## config.mk

```make
export PLATFORM = sky130hd
export DESIGN_NAME = ktd_mul32
export DESIGN_NICKNAME = d
export VERILOG_FILES = /design/src/rtl/core/ktd_mul32.sv
export SDC_FILE = /design/constraint.sdc
export NUM_CORES = 2
export LEC_CHECK = 0
export ABC_AREA = 1
export BUFFER_PORTS_ARGS = -buffer_cell sky130_fd_sc_hd__buf_2
export CORE_MARGIN = 2
export CORE_UTILIZATION = 50
export DETAILED_ROUTE_END_ITERATION = 12
export PLACE_DENSITY = 0.66
export RECOVER_POWER = 25
export SYNTH_ARGS = -nofsm -noshare
export SYNTH_HDL_FRONTEND = slang
export SYNTH_SLANG_ARGS = --single-unit
export TNS_END_PERCENT = 10
```

## constraint.sdc

```tcl
create_clock -name i_clk -period 6.6 [get_ports i_clk]
set_input_delay 0.66 -clock i_clk [delete_from_list [all_inputs] [get_ports i_clk]]
set_output_delay 0.66 -clock i_clk [all_outputs]
set_load 0.01 [all_outputs]
```

## src/rtl/core/ktd_mul32.sv

```systemverilog
module ktd_mul32 (
    input  logic        i_clk,
    input  logic [31:0] i_a,
    input  logic [31:0] i_b,
    output logic [63:0] o_p
);

    logic [63:0] r_p;

    // Full 32x32 product, registered
    always_ff @(posedge i_clk) begin
        r_p <= 64'(i_a) * 64'(i_b);
    end

    assign o_p = r_p;

endmodule

```

# Word-level counts from Yosys, hierarchy flattened
# Cells that the tools add are included.
[totals] out_inout_bits=64 word_cells=2 ff_bits=64
[classes] multipliers=1
[op_table] cell="multiplier 32 x 32 -> 64 bit" n=1

# Depth between registers and ports, before layout
[depth] depth_word=1 mapped_depth=30 depth_no_buf=29

# Worst setup path before layout
# No wires, ideal clock.
[synth_timing] path_type="input to register" startpoint="in i_a[25]" endpoint="reg r_p[60], in the netlist o_p[60]" setup_slack_ns=0.126 n_path_buf=1 cell_stages=26 arrival_time_ns=6.362 path_cell_list="clkbuf_1 -> nand2_1 -> fa_1 -> inv_1 -> fa_1 -> inv_1 -> fa_1 -> inv_1 -> fa_1 -> fa_1 -> fa_1 -> fa_1 -> inv_1 -> fa_1 -> inv_1 -> ha_1 -> nand2_1 -> nand2_1 -> a21oi_1 -> nand2_1 -> nand2_1 -> nand2_1 -> a21oi_1 -> nand2_1 -> nand2_1 -> nand2_1"
[synth_between] elab_chain_cells=1
[synth_lines] item="from (decl)" line="3" rtl="input logic [31:0] i_a,"
[synth_lines] item="multiplier 32 x 32 -> 64 bit" line="12" rtl="r_p <= 64'(i_a) * 64'(i_b);"
[synth_lines] item="to (signal assigned)" line="12"
[synth_lines] item="to (decl)" line="8" rtl="logic [63:0] r_p;"
# No other way between the ends.

# Worst setup path after layout
[layout_timing] startpoint="in i_a[9]" endpoint="reg r_p[63], in the netlist o_p[63]"
# Same word-level chain as after synthesis.

==> results.md <==
* Result of the run: finished, final reports clean
* Crit path setup slack, layout at 135 ps
* Count of pins on the block boundary at 129
* Placement Rows at 100
* Clock-pin slew of the registers on the worst-case setup and hold paths at approximately 70 ps
* Worst EP arrival at 6700 ps
* Last weighted congestion value of the routability-driven placer at 0.937
* Number of DRC markers in iteration 0 at 1935
* Highest layer used for signal routing: met5
* Wire length of the first global-routing pass at 167000 µm
* Post-Route WL at slightly above 100000 µm
* HPWL after detailed placement at 91600 µm
* Number of max-slew violations in the final report at 0
* Fraction of final layout cells sized beyond drive strength 1 at 0.138
* Register Area at 1280 µm²
* Area of the core at 74200 µm²
* Maximum clock rate at 0.155 GHz
* Cell family contributing the most delay on the critical path: adder cells
* Sequential element share of the synthesized area at 0.0343
* Crit path time final at about 6500 ps
* Remaining antenna violation count after routing at 0
* Total via count after detailed routing at 30700
* Quantity of I/O buffers inserted on ports at 128
* Die X-Extent at 278 µm
* Area overhead of the layout relative to synthesis at 16.1%
* Util after Layout at 0.585
* Net count after synthesis at ~6200
* Path class of the lowest-slack min-delay path: in -> reg
* Synthesized flop and latch total at 64
* Worst slew pin tran at 836 ps
* Maximum number of pins on one net before global-route repair at 22
* Number of iterations in the first detailed-routing pass at 6
* Initial standard-cell utilization of the core at 0.504
* Endpoint class of the critical path: register
* Via count normalized by instance count at approximately 5
* Fill cell count at between 6000 and 7000
* DRC violation count after routing at 0
* Setup Total Neg Slack at 0 ps
* Endpoints failing hold at 0
* Setup repair after global routing missed its margin: yes
* All-Layer GR Usage at 0.274
* Post-synth design cell area at 37400 µm²
* Floorplan die area at approximately 77000 µm²
* Wire length per cell after detailed routing at 16.3 µm
* Area of the multi-input gates at 29800 µm²
* Part of the cycle the worst path needs at 0.980
* Max_slew headroom at 0.443
* Critical Setup Path Class: in -> reg
* Clk sinks at 64
* Maxcap violations at 0
* Post-Synthesis Cells at between 5000 and 6000
* Fin nets at 6564
* Clock tree from TritonCTS: done
* Count of distinct cell types in the synthesized netlist at 23
* Most common cell type on the critical path: sky130_fd_sc_hd__fa_1
* Average cell area after synthesis at approximately 7.4 µm²
* Required time worst endpoint at 6840 ps
* Buffer type at the clock tree root: sky130_fd_sc_hd__clkbuf_16
* Synthesis Warnings at 0
* Minimum setup slack after placement at -571 ps
* Die outline height at roughly 280 µm
* Vias in the first global route at 31900
* Wire length on met2 at 51900 µm
* CP Max Fanout at 5
* Wl on met1 at approximately 42000 µm
* Slowest stage delay, CP at roughly 620 ps
* Global-route congestion overflow total at 0
* Antenna violations before repair at 1
* Count of final setup violators at 0
* Critical Path Slowest Stage Cell: sky130_fd_sc_hd__fa_2
* Flip-flop count of the largest register after layout at 64
* Crit start category: input pin
* Count of buffer and inverter cells on the critical path at 7
* Htree depth at 3
* WL met3 at ~5700 µm
* Max Buffers Root-to-Sink at 2
* Total CTS buffers at 9
==> cells in the final DEF (no fill, tap or decap), types with 3 or more instances in the layout <==
cell type                   count
sky130_fd_sc_hd__nand2_2       57
sky130_fd_sc_hd__nor2_1        51
sky130_fd_sc_hd__dfxtp_1       64
sky130_fd_sc_hd__o21bai_1       9
sky130_fd_sc_hd__nand2_4       11
sky130_fd_sc_hd__a21oi_1       25
sky130_fd_sc_hd__nor2_2        26
sky130_fd_sc_hd__buf_8          9
sky130_fd_sc_hd__inv_2         28
sky130_fd_sc_hd__buf_12        35
sky130_fd_sc_hd__nand3_2        9
sky130_fd_sc_hd__nand4_1       16
sky130_fd_sc_hd__xor2_1        33
sky130_fd_sc_hd__nor2_4        24
sky130_fd_sc_hd__buf_2         49
sky130_fd_sc_hd__clkbuf_1      29
sky130_fd_sc_hd__fa_1         866
sky130_fd_sc_hd__inv_1       1707
sky130_fd_sc_hd__nor3_1         9
sky130_fd_sc_hd__nand3_1       56
sky130_fd_sc_hd__clkbuf_4       6
sky130_fd_sc_hd__a21oi_2       17
sky130_fd_sc_hd__nor3_4         3
sky130_fd_sc_hd__ha_1         227
sky130_fd_sc_hd__ha_2           5
sky130_fd_sc_hd__clkbuf_16     12
sky130_fd_sc_hd__fa_2          30
sky130_fd_sc_hd__nand2_1     1513
sky130_fd_sc_hd__ha_4          31
sky130_fd_sc_hd__buf_6         48
sky130_fd_sc_hd__nor3_2         6
sky130_fd_sc_hd__buf_4        317
==> Yosys cell counts <==
cell,instances,area share
sky130_fd_sc_hd__inv_1,1723,0.17
sky130_fd_sc_hd__nand2_1,1566,0.16
sky130_fd_sc_hd__fa_1,896,0.48
sky130_fd_sc_hd__ha_1,263,0.088
sky130_fd_sc_hd__clkbuf_1,192,0.019
sky130_fd_sc_hd__nor2_1,81,0.0081
sky130_fd_sc_hd__dfxtp_1,64,0.034
sky130_fd_sc_hd__nand3_1,56,0.0075
sky130_fd_sc_hd__a21oi_1,43,0.0058
sky130_fd_sc_hd__xor2_1,33,0.0077
sky130_fd_sc_hd__nand4_1,16,0.0027
sky130_fd_sc_hd__nand2_2,15,0.0025
sky130_fd_sc_hd__nor2_2,14,0.0023
sky130_fd_sc_hd__inv_2,12,0.0012
sky130_fd_sc_hd__nor3_1,11,0.0015
sky130_fd_sc_hd__o21bai_1,11,0.0022
sky130_fd_sc_hd__nand3_2,9,0.0024
sky130_fd_sc_hd__nor2_4,6,0.0018
sky130_fd_sc_hd__nor3_2,6,0.0016
sky130_fd_sc_hd__o21ai_0,2,0.00027
sky130_fd_sc_hd__xnor2_1,2,0.00047
sky130_fd_sc_hd__nor3_4,1,0.00044
sky130_fd_sc_hd__o21bai_2,1,0.00030
==> cells by family after synthesis <==
group / synth area share
adder cells (fa/ha/maj): 0.568
flip-flops: 0.0343
AND/OR/NAND/NOR: 0.188
buffers and inverters: 0.193
XOR/XNOR: 0.00820
AO/OA/AOI/OAI: 0.00853
==> routing by layer <==
layer | vias up | track usage
li1 | 14300 | -
met1 | 15300 | 0.368
met2 | 900 | 0.478
met3 | 176 | 0.0235
met4 | 2 | 0.0713
met5 | - | 0
==> through the flow <==
step                      cells  hold slack (ps)  area (µm²)
after global routing       6314             1000       43400
after global placement     6281             1060       41600
after detailed placement   6281             1050       41600
after floorplan            5023              758       37400
after CTS                  6297              989       42000
final                      6315              980       43400
==> layout make-up <==
class                           count  area share
Multi-Input combinational cell   3032       0.687
Inverter                         1735       0.150
Timing Repair Buffer              498      0.0987
Sequential cell                    64      0.0295
Tap cell                          969      0.0279
Clock buffer                        9     0.00519
Clock inverter                      7     0.00184
Antenna cell                        1   0.0000576
==> timing repair <==
item,in CTS,in global routing
hold buffers,0,0
buffers inserted,0,15
pin swaps,1,113
endpoints found under the setup margin,37,47
gates resized for setup,39,348
cloned,0,3
==> final timing paths <==
path,to,from,cells past startpoint
worst max-delay path,o_p[63],i_a[9],25
worst min-delay path,o_p[0],i_b[0],4
Power is not shown: default switching activity piles up to over one toggle a cycle in this logic, so the estimate is an artifact.
