[config.mk]
export PLATFORM = sky130hd
export DESIGN_NAME = ktd_xs_step
export DESIGN_NICKNAME = d
export VERILOG_FILES = /design/src/rtl/core/ktd_pkg.sv /design/src/rtl/core/ktd_xs_step.sv
export SDC_FILE = /design/constraint.sdc
export NUM_CORES = 1
export LEC_CHECK = 0
export ABC_AREA = 1
export BUFFER_PORTS_ARGS = -buffer_cell sky130_fd_sc_hd__buf_2
export CAP_MARGIN = 0
export CORE_MARGIN = 2
export CORE_UTILIZATION = 50
export DETAILED_ROUTE_END_ITERATION = 10
export PLACE_DENSITY = 0.84
export SLEW_MARGIN = 20
export SYNTH_ARGS = -nofsm -noshare
export SYNTH_HDL_FRONTEND = slang
export SYNTH_SLANG_ARGS = --single-unit
[constraint.sdc]
create_clock -name vclk -period 1.2
set_clock_uncertainty 0.05 [all_clocks]
set_input_delay 0.18 -clock vclk [all_inputs]
set_output_delay 0.18 -clock vclk [all_outputs]
set_load 0.03 [all_outputs]
[src/rtl/core/ktd_pkg.sv]
package ktd_pkg;

    // Default geometry of a token
    localparam int TOKEN_SIZE_DEF = 32;
    localparam int KEY_BYTES_DEF  = 8;

    // Verify byte counter: saturates at its all-ones value
    localparam int             COUNT_W   = 7;
    localparam logic [COUNT_W-1:0] COUNT_MAX = 7'd127;

    // Seed and head constants
    localparam logic [63:0] SEED_MARK = 64'h5355_4E52_4953_4541;
    localparam logic [63:0] GOLD_MUL  = 64'h9E37_79B9_7F4A_7C15;
    localparam logic [63:0] HEAD_MASK = 64'h5355_4E52_4953_4544;

    // Xorshift64 shift amounts and the tap that forms a token byte
    localparam int XS_SHL_A    = 13;
    localparam int XS_SHR      = 7;
    localparam int XS_SHL_B    = 17;
    localparam int XS_BYTE_LSB = 24;

    typedef enum logic [1:0] {
        KIND_BYTE   = 2'd0,
        KIND_ANSWER = 2'd1,
        KIND_REJECT = 2'd2
    } t_kind;

    typedef enum logic {
        FUNC_GEN    = 1'b0,
        FUNC_VERIFY = 1'b1
    } t_func;

    typedef struct packed {
        t_func       func;
        logic [63:0] soid;
        logic [7:0]  in_byte;
        logic        in_last;
    } t_req;

    typedef struct packed {
        t_kind       kind;
        logic [7:0]  out_byte;
        logic        out_last;
        logic [63:0] found_id;
    } t_rsp;

endpackage

[src/rtl/core/ktd_xs_step.sv]
module ktd_xs_step import ktd_pkg::*; (
    input  logic [63:0] i_word,
    output logic [63:0] o_word,
    output logic [7:0]  o_byte
);

    logic [63:0] x_a;
    logic [63:0] x_b;
    logic [63:0] x_c;

    // One 13/7/17 xorshift64 step
    always_comb begin
        x_a = i_word ^ (i_word << XS_SHL_A);
        x_b = x_a ^ (x_a >> XS_SHR);
        x_c = x_b ^ (x_b << XS_SHL_B);
    end

    assign o_word = x_c;
    assign o_byte = x_c[XS_BYTE_LSB +: 8];

endmodule

==> results.py, run 1 <==
metrics = {
    "run_status": {
        "result_of_the_run": "stopped before the end",
        "flow.stopped_at": "global routing (5_1_grt)",
        "error": "[ERROR GRT-0116] Global routing finished with congestion. Check the congestion regions in the DRC Viewer.",
    },
    "placement": {
        "placement.io_buffers": 136,
        "place_hpwl_um": 9680,
        "gp_congestion": 0.973,
    },
    "floorplan": {
        "floorplan.die.width_um": 82.0,
        "floorplan.initialDensity_pct": 51.7,
        "die_height_um": 82.0,
        "pin_count": 136,
        "rows": 28,
    },
    "synth": {
        "synth_top_cells_by_area": "sky130_fd_sc_hd__nand2_1, sky130_fd_sc_hd__inv_1, sky130_fd_sc_hd__buf_4, sky130_fd_sc_hd__inv_2, sky130_fd_sc_hd__xor2_1",
        "yosys.area.top_type_share_pct": 82.9,
        "synth.cell_area_sq_um": 3040,
        "nets_in_the_synthesized_netlist": 849,
        "synth.yosys.warnings": 0,
        "synth.most_common_cell": "sky130_fd_sc_hd__nand2_1",
        "synth.top_cells.by_count": "sky130_fd_sc_hd__nand2_1, sky130_fd_sc_hd__inv_1, sky130_fd_sc_hd__inv_2, sky130_fd_sc_hd__buf_4",
        "synthesis.instances": 785,
        "area_leader_netlist": "sky130_fd_sc_hd__nand2_1",
        "yosys.cell_types.count": 8,
        "ys_seq_area_share_pct": 0,
        "syn_area_per_cell_sq_um": 3.88,
    },
    "global_route": {
        "grt_start_max_net_pins": 6,
        "track_usage_pct": 72.6,
        "globalRoute.totalOverflow": 3,
        "wire_length_of_the_first_global_routing_pass_um": 36900,
        "first_global_vias": 7169,
    },
    "clock_network": {
        "hold_fix_buffers_at_cts": 0,
    },
}
## what timing repair did
action	4_1_cts
setup buffers	1
endpoints found under the setup margin	63
resized for setup	451
pin swaps	171
hold endpoints to repair	0
## logic make-up after synthesis
| family | Yosys count | share of synthesized area [%] |
|---|---|---|
| XOR/XNOR | 6 | 1.73 |
| buffers and inverters | 95 | 12.7 |
| AND/OR/NAND/NOR | 684 | 85.6 |
## routing by layer
layer	overflow	track usage, %
met1	0	70.2
met2	0	91.0
met3	0	55.9
met4	3	76.7
met5	0	19.2
## stage by stage
stage | cells | worst slack (ns) | TNS (ns) | area, sq um | hold slack [ns]
3_3_place_gp | 1043 | -0.169 | -6.26 | 4340 | 0.706
3_5_place_dp | 1043 | -0.208 | -6.99 | 4340 | 0.710
2_1_floorplan | 785 | -0.102 | -0.102 | 3230 | 0.436
4_1_cts | 1044 | -0.0148 | -0.0270 | 5530 | 0.697
==> inputs of run 2 (changes only) <==
Settings changed: CORE_UTILIZATION 50 to 35, PLACE_DENSITY 0.84 to unset, PLACE_DENSITY_LB_ADDON set to 0.15.
==> run 2 against run 1 <==
The flow now finishes, with violations (setup timing). Area after synthesis unchanged. Synthesized cell count unchanged.
==> results.py, run 2 <==
metrics = {
    "synth": {
        "synth_top_cells_by_area": "sky130_fd_sc_hd__nand2_1, sky130_fd_sc_hd__inv_1, sky130_fd_sc_hd__buf_4, sky130_fd_sc_hd__inv_2, sky130_fd_sc_hd__xor2_1",
        "synthMuxAreaShare_pct": 0,
        "compound_gate_portion_of_the_synthesized_area_pct": 0,
        "synthSimpleGateAreaFrac_pct": 85.6,
        "synth.most_common_cell": "sky130_fd_sc_hd__nand2_1",
        "syn_area_per_cell_sq_um": 3.88,
        "synthXorXnorAreaFrac_pct": 1.73,
        "synthesis.instances": 785,
        "nets_in_the_synthesized_netlist": 849,
        "area_leader_netlist": "sky130_fd_sc_hd__nand2_1",
        "yosys.cell_types.count": 8,
        "synth.yosys.warnings": 0,
        "yosys.area.top_type_share_pct": 82.9,
        "synth.cell_area_sq_um": 3040,
        "ys_seq_area_share_pct": 0,
        "synth-adder-area-share_pct": 0,
        "synth_top_family_by_area": "simple AND/OR/NAND/NOR gates",
        "synth.top_cells.by_count": "sky130_fd_sc_hd__nand2_1, sky130_fd_sc_hd__inv_1, sky130_fd_sc_hd__inv_2, sky130_fd_sc_hd__buf_4",
    },
    "setup_path": {
        "timing.critical_path.max_delay_family": "simple AND/OR/NAND/NOR gates",
        "path_max_fanout": 4,
        "cpMaxStageDelayCell": "sky130_fd_sc_hd__buf_6",
        "startpoint_type": "primary input",
        "max_stage_delay_ns": 0.14,
        "worstPathBufferInverterCount": 3,
        "setup.worst_path.end_class": "primary output",
        "crit_type": "in -> out",
        "path_cells": "buf_8 -> buf_6 -> nand2_2 -> nand2_4 -> nand2_1 -> nand2_1 -> nand2_1 -> nand2_1 -> buf_6",
        "cp.required_ns": 0.97,
        "critPathMostFrequentCell": "sky130_fd_sc_hd__nand2_1",
        "critical_path_arrival_ns": 1.10,
    },
    "global_route": {
        "first_global_vias": 4585,
        "number_of_antenna_violations_at_the_first_check_in_global_routing": 0,
        "grt_start_max_net_pins": 6,
        "wire_length_of_the_first_global_routing_pass_um": 20400,
        "globalRoute.totalOverflow": 0,
        "track_usage_pct": 25.1,
    },
    "detailed_routing": {
        "met2RoutedLength_um": 8950,
        "detail_route.iter0.violations": 306,
        "wl_met3_um": 1420,
        "detail_route.first_pass.iterations": 5,
        "route.detailed.wl_per_inst_um": 16.9,
        "detail_route.vias_per_cell": 5.42,
        "route.vias.total": 5798,
        "drc": 0,
        "final_antenna_net_count": 0,
        "met1Wirelength_um": 6600,
        "drt_wl_total_um": 18000,
        "route.top_layer_used": "met4",
    },
    "power_and_ir_drop": {
        "total_switching_power_uw": 2760,
        "fraction_of_power_consumed_by_sequential_logic_pct": 0,
        "peak_supply_drop_v": 0.000426,
        "cellPowerDensity_nw_per_um2": 622,
        "share_comb_of_total_power_pct": 100.0,
        "clock_power_share_pct": 0,
        "p_int_uw": 1750,
        "static_leakage_uw": 0.00400,
        "total_power_consumption_uw": 4510,
        "netSwitchingFraction_pct": 61.2,
    },
    "sta": {
        "max_freq_mhz": 751,
        "maxSlewViolCount": 0,
        "setup_repair_after_global_routing_missed_its_margin": "yes",
        "final.setup.tns_ns": -1.37,
        "timing.final.crit_share_pct": 111,
        "hold_viol_final": 0,
        "worst_hold_check_slack_ns": 0.686,
        "min_period_ns": 1.33,
        "final_critical_path_setup_slack_ns": -0.132,
        "slew_headroom_pct": 82.3,
        "setup-violations-final": 34,
        "worst_slew_pin_slew_ns": 0.266,
    },
    "final_layout": {
        "final-instance-count-excl-fill": 1069,
        "n_antenna_cell": 0,
        "sequential_cell_area_sq_um": 0,
        "layout.cells.most_common_list": "sky130_fd_sc_hd__nand2_2, sky130_fd_sc_hd__nand2_1, sky130_fd_sc_hd__nand2_4, sky130_fd_sc_hd__buf_6, sky130_fd_sc_hd__buf_4",
        "clkbuf_count": 0,
        "nFillCells": 486,
        "area_growth_syn_to_layout_pct": 138,
        "final_layout_size_suffix_gt1_share_pct": 74.0,
        "finalNetCount": 1027,
        "flops_and_latches": 0,
        "layout.cells.most_common": "sky130_fd_sc_hd__nand2_2",
    },
    "flow_run": {
        "maxCapViolCount": 0,
    },
    "placement": {
        "setup_slack_at_placement_ns": -0.232,
        "dpl.cell_count": 1068,
        "placement.io_buffers": 136,
        "gp_congestion": 0.875,
        "place_hpwl_um": 10100,
    },
    "floorplan": {
        "die_height_um": 97.2,
        "core_area_sq_um": 8590,
        "floorplan.initialDensity_pct": 35.4,
        "floorplan.die.width_um": 97.2,
        "rows": 34,
        "die_area_sq_um": 9460,
        "pin_count": 136,
    },
    "worst_hold_path": {
        "holdCritPathClass": "in -> out",
    },
    "run_status": {
        "violations": "setup timing",
        "result_of_the_run": "finished, violations left",
    },
}
## run 2: cell counts after synthesis
No cell type changed its count.
## run 2: per-layer routing
metal | GRT usage [%] | up-vias
li1 | - | 2667
met1 | 33.5 | 2664
met2 | 44.9 | 365
met3 | 1.73 | 102
met4 | 4.70 | 0
met5 | 0 | -
## run 2: logic make-up after synthesis
family        count (synthesis)
xor+xnor                      6
buf+inv                      95
simple gates                684
## run 2: timing repair
action / in CTS / in global routing
setup endpoints to repair: 65 / 62
pin swaps: 127 / 264
hold buffers: 0 / 0
buffers inserted: 0 / 2
resized for setup: 416 / 583
## run 2: power by group through the flow
stage          combinational, uW  clock [uW]  sequential, uW
5_1_grt                     4710           0               0
2_1_floorplan               1880           0               0
3_3_place_gp                2710           0               0
6_report                    4510           0               0
4_1_cts                     3420           0               0
3_5_place_dp                2720           0               0
## run 2: per-stage QoR
step                      cell area [sq um]  utilization [%]
after detailed placement               4320             50.3
after global routing                   7250             84.4
final                                  7250             84.4
after floorplan                        3230                -
after CTS                              5380             62.6
after global placement                 4320             50.3
## run 2: path summary, 6_finish.rpt
kind,startpoint,slack [ns],to,cells past startpoint
worst min-delay path,i_word[3],0.69,o_word[3],3
worst max-delay path,i_word[29],-0.13,o_word[52],9
## run 2: layout make-up
class | count | area (sq um) | share of cell area, %
repair buffers | 184 | 1960 | 27.1
multi-input cells | 690 | 4520 | 62.3
well taps | 108 | 135 | 1.86
inverters | 87 | 634 | 8.75
Note: power is estimated with default switching activity, not from simulation.
